$ cat src/hw/rtl/mdpg_pkg.sv
// Package for the mouse delta packet generator: operation codes,
// register indexes, reset values and status byte bit positions.
// No dependencies.
package mdpg_pkg;

	typedef enum logic [2:0] {
		OP_NOTE_ON  = 3'd0,
		OP_NOTE_OFF = 3'd1,
		OP_CC       = 3'd2,
		OP_REQUEST  = 3'd3,
		OP_RELEASE  = 3'd4
	} op_t;

	typedef enum logic [1:0] {
		REG_LEFT_NOTE    = 2'd0,
		REG_RIGHT_NOTE   = 2'd1,
		REG_X_CONTROLLER = 2'd2,
		REG_Y_CONTROLLER = 2'd3
	} reg_idx_t;

	localparam int unsigned NUM_W   = 7;
	localparam int unsigned ACC_W   = 16;
	localparam int unsigned BYTE_W  = 8;

	localparam logic [NUM_W-1:0] LEFT_NOTE_RST    = 7'd0;
	localparam logic [NUM_W-1:0] RIGHT_NOTE_RST   = 7'd1;
	localparam logic [NUM_W-1:0] X_CONTROLLER_RST = 7'h30;
	localparam logic [NUM_W-1:0] Y_CONTROLLER_RST = 7'h31;

	localparam logic [BYTE_W-1:0] DELTA_ZERO = 8'd64;

	localparam logic [1:0] BTN_L = 2'b01;
	localparam logic [1:0] BTN_R = 2'b10;

	// Byte position within a packet.
	typedef enum logic [1:0] {
		POS_STATUS = 2'd0,
		POS_X      = 2'd1,
		POS_Y      = 2'd2
	} pos_t;

endpackage

$ cat src/hw/rtl/mouse_delta_packet_generator.sv
// Mouse delta packet generator top level: input register, state update
// and a three-byte packet buffer feeding the output channel.
// Depends on mdpg_pkg.
//
// Usage:
//   Input channel (in_valid/in_ready) carries one event item: operation,
//   note, controller, delta_code and request. Button press/release and
//   release-all items update the button bits, controller items add
//   delta_code - 64 to the X or Y accumulator (saturating at 16 bits).
//   A request item whose bit 0 falls from 1 to 0 produces a packet of three
//   output items: status, X and Y, each clamped X/Y byte being subtracted
//   from its accumulator. The output item with last high ends the packet.
//   Configuration channel (cfg_valid/cfg_ready) writes note and controller
//   numbers; cfg_ready is always high. Write only while the block is idle.
// Order: an item enters the input register at acceptance and updates the
//   state as it leaves, when a packet item also loads the packet buffer.
// Throughput: one item per cycle; a packet-producing item waits in the
//   input register until the packet buffer has drained (three output
//   transfers).
// Reset: clears the buttons and accumulators, sets the previous request
//   bit to one and loads the default register values.
// Stall: when out_ready is low the current byte holds; events that make no
//   packet keep flowing until a second packet is pending.
module mouse_delta_packet_generator (
	input  logic       clk,
	input  logic       arst_n,
	input  logic       in_valid,
	output logic       in_ready,
	input  logic [2:0] operation,
	input  logic [6:0] note,
	input  logic [6:0] controller,
	input  logic [6:0] delta_code,
	input  logic [7:0] request,
	output logic       out_valid,
	input  logic       out_ready,
	output logic [7:0] packet_byte,
	output logic       last,
	input  logic       cfg_valid,
	output logic       cfg_ready,
	input  logic [1:0] cfg_index,
	input  logic [6:0] cfg_data
);

	localparam int unsigned NW = mdpg_pkg::NUM_W;
	localparam int unsigned AW = mdpg_pkg::ACC_W;
	localparam int unsigned BW = mdpg_pkg::BYTE_W;

	// Configuration registers
	logic [NW-1:0] left_note_q, right_note_q, x_ctl_q, y_ctl_q;

	// Input register
	logic          valid_s1;
	logic [2:0]    operation_s1;
	logic [NW-1:0] note_s1, controller_s1, delta_code_s1;
	logic          req_bit_s1;

	// Block state
	logic [1:0]    buttons_q;
	logic [AW-1:0] x_acc_q, y_acc_q;
	logic          prev_req_q;

	// Packet buffer
	logic          pkt_valid_q;
	mdpg_pkg::pos_t pos_q;
	logic [BW-1:0] status_q, x_byte_q, y_byte_q;

	// Combinational update
	logic [1:0]    btn_sel;
	logic [BW-1:0] delta;
	logic [AW-1:0] x_sum, y_sum;
	logic          falling, has_packet, pkt_free, advance;
	logic          x_over, x_under, y_over, y_under;
	logic [BW-1:0] x_clamp, y_clamp;
	logic [BW-1:0] status_n;

	assign cfg_ready = 1'b1;

	always_ff @(posedge clk or negedge arst_n) begin
		if (!arst_n) begin
			left_note_q  <= mdpg_pkg::LEFT_NOTE_RST;
			right_note_q <= mdpg_pkg::RIGHT_NOTE_RST;
			x_ctl_q      <= mdpg_pkg::X_CONTROLLER_RST;
			y_ctl_q      <= mdpg_pkg::Y_CONTROLLER_RST;
		end else if (cfg_valid) begin
			unique case (mdpg_pkg::reg_idx_t'(cfg_index))
				mdpg_pkg::REG_LEFT_NOTE:    left_note_q  <= cfg_data;
				mdpg_pkg::REG_RIGHT_NOTE:   right_note_q <= cfg_data;
				mdpg_pkg::REG_X_CONTROLLER: x_ctl_q      <= cfg_data;
				mdpg_pkg::REG_Y_CONTROLLER: y_ctl_q      <= cfg_data;
				default: ;
			endcase
		end
	end

	// Saturating add of a signed delta to a 16-bit accumulator.
	function automatic logic [AW-1:0] sat_add(logic [AW-1:0] acc, logic [BW-1:0] d);
		logic [AW:0] s;
		s = {acc[AW-1], acc} + {{(AW+1-BW){d[BW-1]}}, d};
		if (s[AW] != s[AW-1])
			sat_add = s[AW] ? {1'b1, {(AW-1){1'b0}}} : {1'b0, {(AW-1){1'b1}}};
		else
			sat_add = s[AW-1:0];
	endfunction

	// Right button wins when both notes match.
	always_comb begin
		if (note_s1 == right_note_q)
			btn_sel = mdpg_pkg::BTN_R;
		else if (note_s1 == left_note_q)
			btn_sel = mdpg_pkg::BTN_L;
		else
			btn_sel = 2'b00;
	end

	assign delta = {1'b0, delta_code_s1} - mdpg_pkg::DELTA_ZERO;
	assign x_sum = sat_add(x_acc_q, delta);
	assign y_sum = sat_add(y_acc_q, delta);

	// Clamp to one signed byte and flag the direction of the excess.
	assign x_over  = !x_acc_q[AW-1] && (|x_acc_q[AW-2:BW-1]);
	assign x_under =  x_acc_q[AW-1] && !(&x_acc_q[AW-2:BW-1]);
	assign y_over  = !y_acc_q[AW-1] && (|y_acc_q[AW-2:BW-1]);
	assign y_under =  y_acc_q[AW-1] && !(&y_acc_q[AW-2:BW-1]);

	assign x_clamp = x_over ? {1'b0, {(BW-1){1'b1}}} :
		x_under ? {1'b1, {(BW-1){1'b0}}} : x_acc_q[BW-1:0];
	assign y_clamp = y_over ? {1'b0, {(BW-1){1'b1}}} :
		y_under ? {1'b1, {(BW-1){1'b0}}} : y_acc_q[BW-1:0];

	assign status_n = {y_under, y_over, x_under, x_over, 2'b00, buttons_q};

	assign falling    = prev_req_q && !req_bit_s1;
	assign has_packet = (mdpg_pkg::op_t'(operation_s1) == mdpg_pkg::OP_REQUEST) && falling;
	assign pkt_free   = !pkt_valid_q || (out_ready && pos_q == mdpg_pkg::POS_Y);
	// Hold a packet-producing item until the buffer can take its bytes.
	assign advance    = valid_s1 && (!has_packet || pkt_free);
	assign in_ready   = !valid_s1 || advance;

	always_ff @(posedge clk or negedge arst_n) begin
		if (!arst_n) begin
			valid_s1 <= 1'b0;
		end else if (in_ready) begin
			valid_s1 <= in_valid;
		end
	end

	always_ff @(posedge clk) begin
		if (in_ready && in_valid) begin
			operation_s1  <= operation;
			note_s1       <= note;
			controller_s1 <= controller;
			delta_code_s1 <= delta_code;
			req_bit_s1    <= request[0];
		end
	end

	// State update as the registered item leaves the input stage.
	always_ff @(posedge clk or negedge arst_n) begin
		if (!arst_n) begin
			buttons_q  <= 2'b00;
			x_acc_q    <= '0;
			y_acc_q    <= '0;
			prev_req_q <= 1'b1;
		end else if (advance) begin
			case (mdpg_pkg::op_t'(operation_s1))
				mdpg_pkg::OP_NOTE_ON:  buttons_q <= buttons_q | btn_sel;
				mdpg_pkg::OP_NOTE_OFF: buttons_q <= buttons_q & ~btn_sel;
				mdpg_pkg::OP_RELEASE:  buttons_q <= 2'b00;
				mdpg_pkg::OP_CC: begin
					// X wins when both controllers match.
					if (controller_s1 == x_ctl_q)
						x_acc_q <= x_sum;
					else if (controller_s1 == y_ctl_q)
						y_acc_q <= y_sum;
				end
				mdpg_pkg::OP_REQUEST: begin
					prev_req_q <= req_bit_s1;
					if (falling) begin
						// Carry the excess over to the next packet.
						x_acc_q <= x_acc_q - {{(AW-BW){x_clamp[BW-1]}}, x_clamp};
						y_acc_q <= y_acc_q - {{(AW-BW){y_clamp[BW-1]}}, y_clamp};
					end
				end
				default: ;
			endcase
		end
	end

	// Packet buffer and byte sequencer
	always_ff @(posedge clk or negedge arst_n) begin
		if (!arst_n) begin
			pkt_valid_q <= 1'b0;
			pos_q       <= mdpg_pkg::POS_STATUS;
		end else if (advance && has_packet) begin
			pkt_valid_q <= 1'b1;
			pos_q       <= mdpg_pkg::POS_STATUS;
		end else if (pkt_valid_q && out_ready) begin
			unique case (pos_q)
				mdpg_pkg::POS_STATUS: pos_q <= mdpg_pkg::POS_X;
				mdpg_pkg::POS_X:      pos_q <= mdpg_pkg::POS_Y;
				default: begin
					pos_q       <= mdpg_pkg::POS_STATUS;
					pkt_valid_q <= 1'b0;
				end
			endcase
		end
	end

	always_ff @(posedge clk) begin
		if (advance && has_packet) begin
			status_q <= status_n;
			x_byte_q <= x_clamp;
			y_byte_q <= y_clamp;
		end
	end

	assign out_valid = pkt_valid_q;
	assign last      = (pos_q == mdpg_pkg::POS_Y);

	always_comb begin
		case (pos_q)
			mdpg_pkg::POS_STATUS: packet_byte = status_q;
			mdpg_pkg::POS_X:      packet_byte = x_byte_q;
			default:              packet_byte = y_byte_q;
		endcase
	end

endmodule

$ cat config.mk
export PLATFORM = sky130hd
export DESIGN_NAME = mouse_delta_packet_generator
export DESIGN_NICKNAME = d
export VERILOG_FILES = /design/src/hw/rtl/mdpg_pkg.sv /design/src/hw/rtl/mouse_delta_packet_generator.sv
export SDC_FILE = /design/constraint.sdc
export NUM_CORES = 1
export LEC_CHECK = 0
export ABC_AREA = 1
export ABC_CLOCK_PERIOD_IN_PS = 3300
export BUFFER_PORTS_ARGS = -buffer_cell sky130_fd_sc_hd__clkbuf_2
export CORE_UTILIZATION = 37
export CTS_CLUSTER_DIAMETER = 30
export CTS_CLUSTER_SIZE = 12
export DETAILED_ROUTE_END_ITERATION = 10
export SKIP_LAST_GASP = 1
export SYNTH_ARGS = -nofsm -noshare
export SYNTH_HDL_FRONTEND = slang
export SYNTH_SLANG_ARGS = --single-unit
$ cat constraint.sdc
create_clock -name clk -period 3.3 [get_ports clk]
set_clock_uncertainty 0.1 [all_clocks]
set_input_delay 0.165 -clock clk [delete_from_list [all_inputs] [get_ports clk]]
set_output_delay 0.165 -clock clk [all_outputs]
set_load 0.02 [all_outputs]
==> flow_summary.ini <==
[layout]
n_antenna_cell = 0
layout_common_cells = nand2_1, inv_1, nor2_1, a21oi_1, nand3_1
post-route-util_pct = 45.1
final_nets = 1393
final_common_cell = nand2_1
drive_above_1_share_pct = 10.8
final_cells = 1578
areaGrowthSynthToFinish_pct = 19.1

[placement]
portBuffers = 49
gp_congestion = 0.911
placedCellCount = 1511
dp_hpwl_um = 16200
pre_cts_ws_ns = 0.146

[timing]
slew_violations = 0
setup-violations-final = 0
rsz0062_at_grt = false
finalSetupTns_ns = 0
hold_violations = 0
period_share_pct = 92.4
slew_headroom_pct = 40.5
worst_slack_ns = 0.250
fmax_mhz = 328
period_minus_slack_ns = 3.05
tightestPinTransition_ns = 0.893

[power_and_ir_drop]
p_leak_nw = 5.29
p_per_area_nw_per_um2 = 1040
peakVddDrop_mv = 0.476

[synthesis]
synth-edff-count = 47
ys_seq_area_share_pct = 36.0
async_flop_share_pct = 58.8
synth_cell_type_count = 47
synthesis.area_sq_um = 8590
synth_area_leaders = dfrtp_1, edfxtp_1, nand2_1
synth_ff_type = dfrtp_1
ys_seq_elements = 114
avgSynthCellArea_sq_um = 7.33
netlist_instances = 1173
ys_warn_count = 0
synthesis.nets = 1286
synth_top_cell_by_area = dfrtp_1
synth_top_area_share_pct = 17.5

[setup_path]
cp-end-kind = flop
critPathMaxStageDelay_ns = 0.40
crit_arrival_ns = 3.25
r2r_cells = 17
worst_path_most_repeated_cell = nand3_1
reg2reg_setup_slack_ns = 0.25
rr_endpoint = y_acc_q[10]
cp_slowest_cell = dfrtp_1
crit_type = flop to flop
r2r_start = y_acc_q[12]
crit_required_ns = 3.50
path_delay_family = simple AND/OR/NAND/NOR gates
critPathBufInv = 2
path_cells = inv_1 > nor4_2 > a21oi_2 > a21oi_1 > ha_1 > inv_1 > fa_1 > nand3_1 > nand2_1 > a21oi_1 > nor2_1 > nand3_1 > nand2_1 > nand2_1 > nand3_1 > nand3_1 > o21ai_1
start_kind = flop
cp_max_fo = 4

[die]
dieArea_sq_um = 23800
placeableCoreArea_sq_um = 22700
num_rows = 55
dieHeight_um = 154
die_w_um = 154
ios = 58
initial_core_util_pct = 37.8

[hold_path]
hold_path_depth = 3
min_to = y_ctl_q[0]
min_from = cfg_index[0]
worstHoldPathType = input pin to flop

[route]
wl_per_cell_um = 13.6
drtPass1Iterations = 8
routed_wl_um = 21500
via_per_inst = 4.88
drcViolationCount = 0
ant_nets = 0
drt_iter0_drc = 507
vias = 7700

[cts]
cts.clk_slew.worst_paths_ns = 0.06
cts_tree = built
clock_tree.root_cell = clkbuf_16
cts_sinks = 114
clockBufferDepth = 2
htree_levels = 4
clk_latency_ns = 0.42
cts-buffers-inserted = 17
cts_setup_buffers = 0

[global_routing]
grt_pass1_vias = 7449
antenna_found_initial = 0
grt_first_pass_wirelength_um = 36600
grt_usage_pct = 19.3
grt_max_degree = 36
gr-total-overflow = 0

[status]
outcome = finished clean

[flow_run]
cap_violations = 0
[registers in the layout (all words and copies together) (netlist names), 8 cells and up]
name	cells
y_byte_q	8
y_acc_q	16
x_acc_q	16
x_byte_q	8
[cells in the mapped netlist, drive strengths merged (2+ instances only)]
cell / count
xnor2: 25
nand3: 71
dfstp: 7
o211ai: 2
a32oi: 2
and2: 4
a21o: 5
a21oi: 84
nor3: 16
clkbuf: 10
nor4: 6
nand3b: 3
nand2: 374
ha: 63
xor2: 35
o21ai: 68
edfxtp: 47
inv: 162
nand4: 13
a21boi: 7
buf: 10
nor2: 81
dfrtp: 60
o31ai: 2
o21bai: 4
a22o: 2
fa: 4
[logic make-up after synthesis]
group	Yosys count	share of synthesized area (%)
other	1	0.0436
xor gates and xnor gates	60	6.11
DFF	114	36.0
adders and majority gates	67	10.1
and+or+nand+nor	569	27.6
AOI/OAI and AO/OA	180	11.6
buffers and inverters	182	8.47
[layout make-up]
cell class	instances	area (sq um)
multi-input cells	877	4810
repair buffers	108	788
fillers	2268	12500
clock inverters	15	145
well taps	285	357
flip-flops and latches	114	3100
inverters	162	611
clock buffers	17	425
[worst reg2reg max path: stages (launching register included)]
cell and delay, ns:
dfrtp_1 0.40, inv_1 0.09, nor4_2 0.37, a21oi_2 0.15, a21oi_1 0.23, ha_1 0.20, inv_1 0.06, fa_1 0.40
nand3_1 0.09, nand2_1 0.10, a21oi_1 0.22, nor2_1 0.11, nand3_1 0.10, nand2_1 0.06, nand2_1 0.06, nand3_1 0.06
nand3_1 0.10, o21ai_1 0.06
[how the worst max path moves through the flow]
stage,startpoint,end,cells after the start
3_3_place_gp,x_acc_q[9],x_acc_q[14],18
3_5_place_dp,x_acc_q[9],x_acc_q[10],17
4_1_cts,x_acc_q[9],x_acc_q[14],18
5_1_grt,y_acc_q[12],y_acc_q[10],17
6_report,y_acc_q[12],y_acc_q[10],17
2_1_floorplan,x_acc_q[8],x_acc_q[10],16
[per-stage QoR]
| step | total power, W | hold WS, ns | area (sq um) |
|---|---|---|---|
| 6_report | 0.0106 | 0.223 | 10200 |
| 2_1_floorplan | 0.00709 | -0.231 | 8590 |
| 5_1_grt | 0.0118 | 0.297 | 10200 |
| 3_3_place_gp | 0.00867 | 0.231 | 9270 |
| 4_1_cts | 0.0106 | 0.225 | 10200 |
| 3_5_place_dp | 0.00871 | 0.236 | 9270 |
[timing repair]
action                                  in CTS  in global routing
endpoints found under the setup margin       0                 16
gates resized for setup                      0                 10
hold endpoints to repair                    90                  0
hold buffers                                35                  0
[routing by layer]
layer | routed length, um | up-vias | global-route usage (%)
met4 | 308 | 0 | 5.94
met1 | 9920 | 3533 | 24.5
met2 | 10700 | 111 | 33.8
met3 | 517 | 23 | 2.77
li1 | - | 4033 | -
met5 | 0 | - | 0
[report_power, final]
part           switching, W  internal, W
Sequential         0.000344      0.00183
Combinational       0.00414      0.00250
Clock              0.000728      0.00105
No activity file was read; power rests on OpenSTA's default activity.
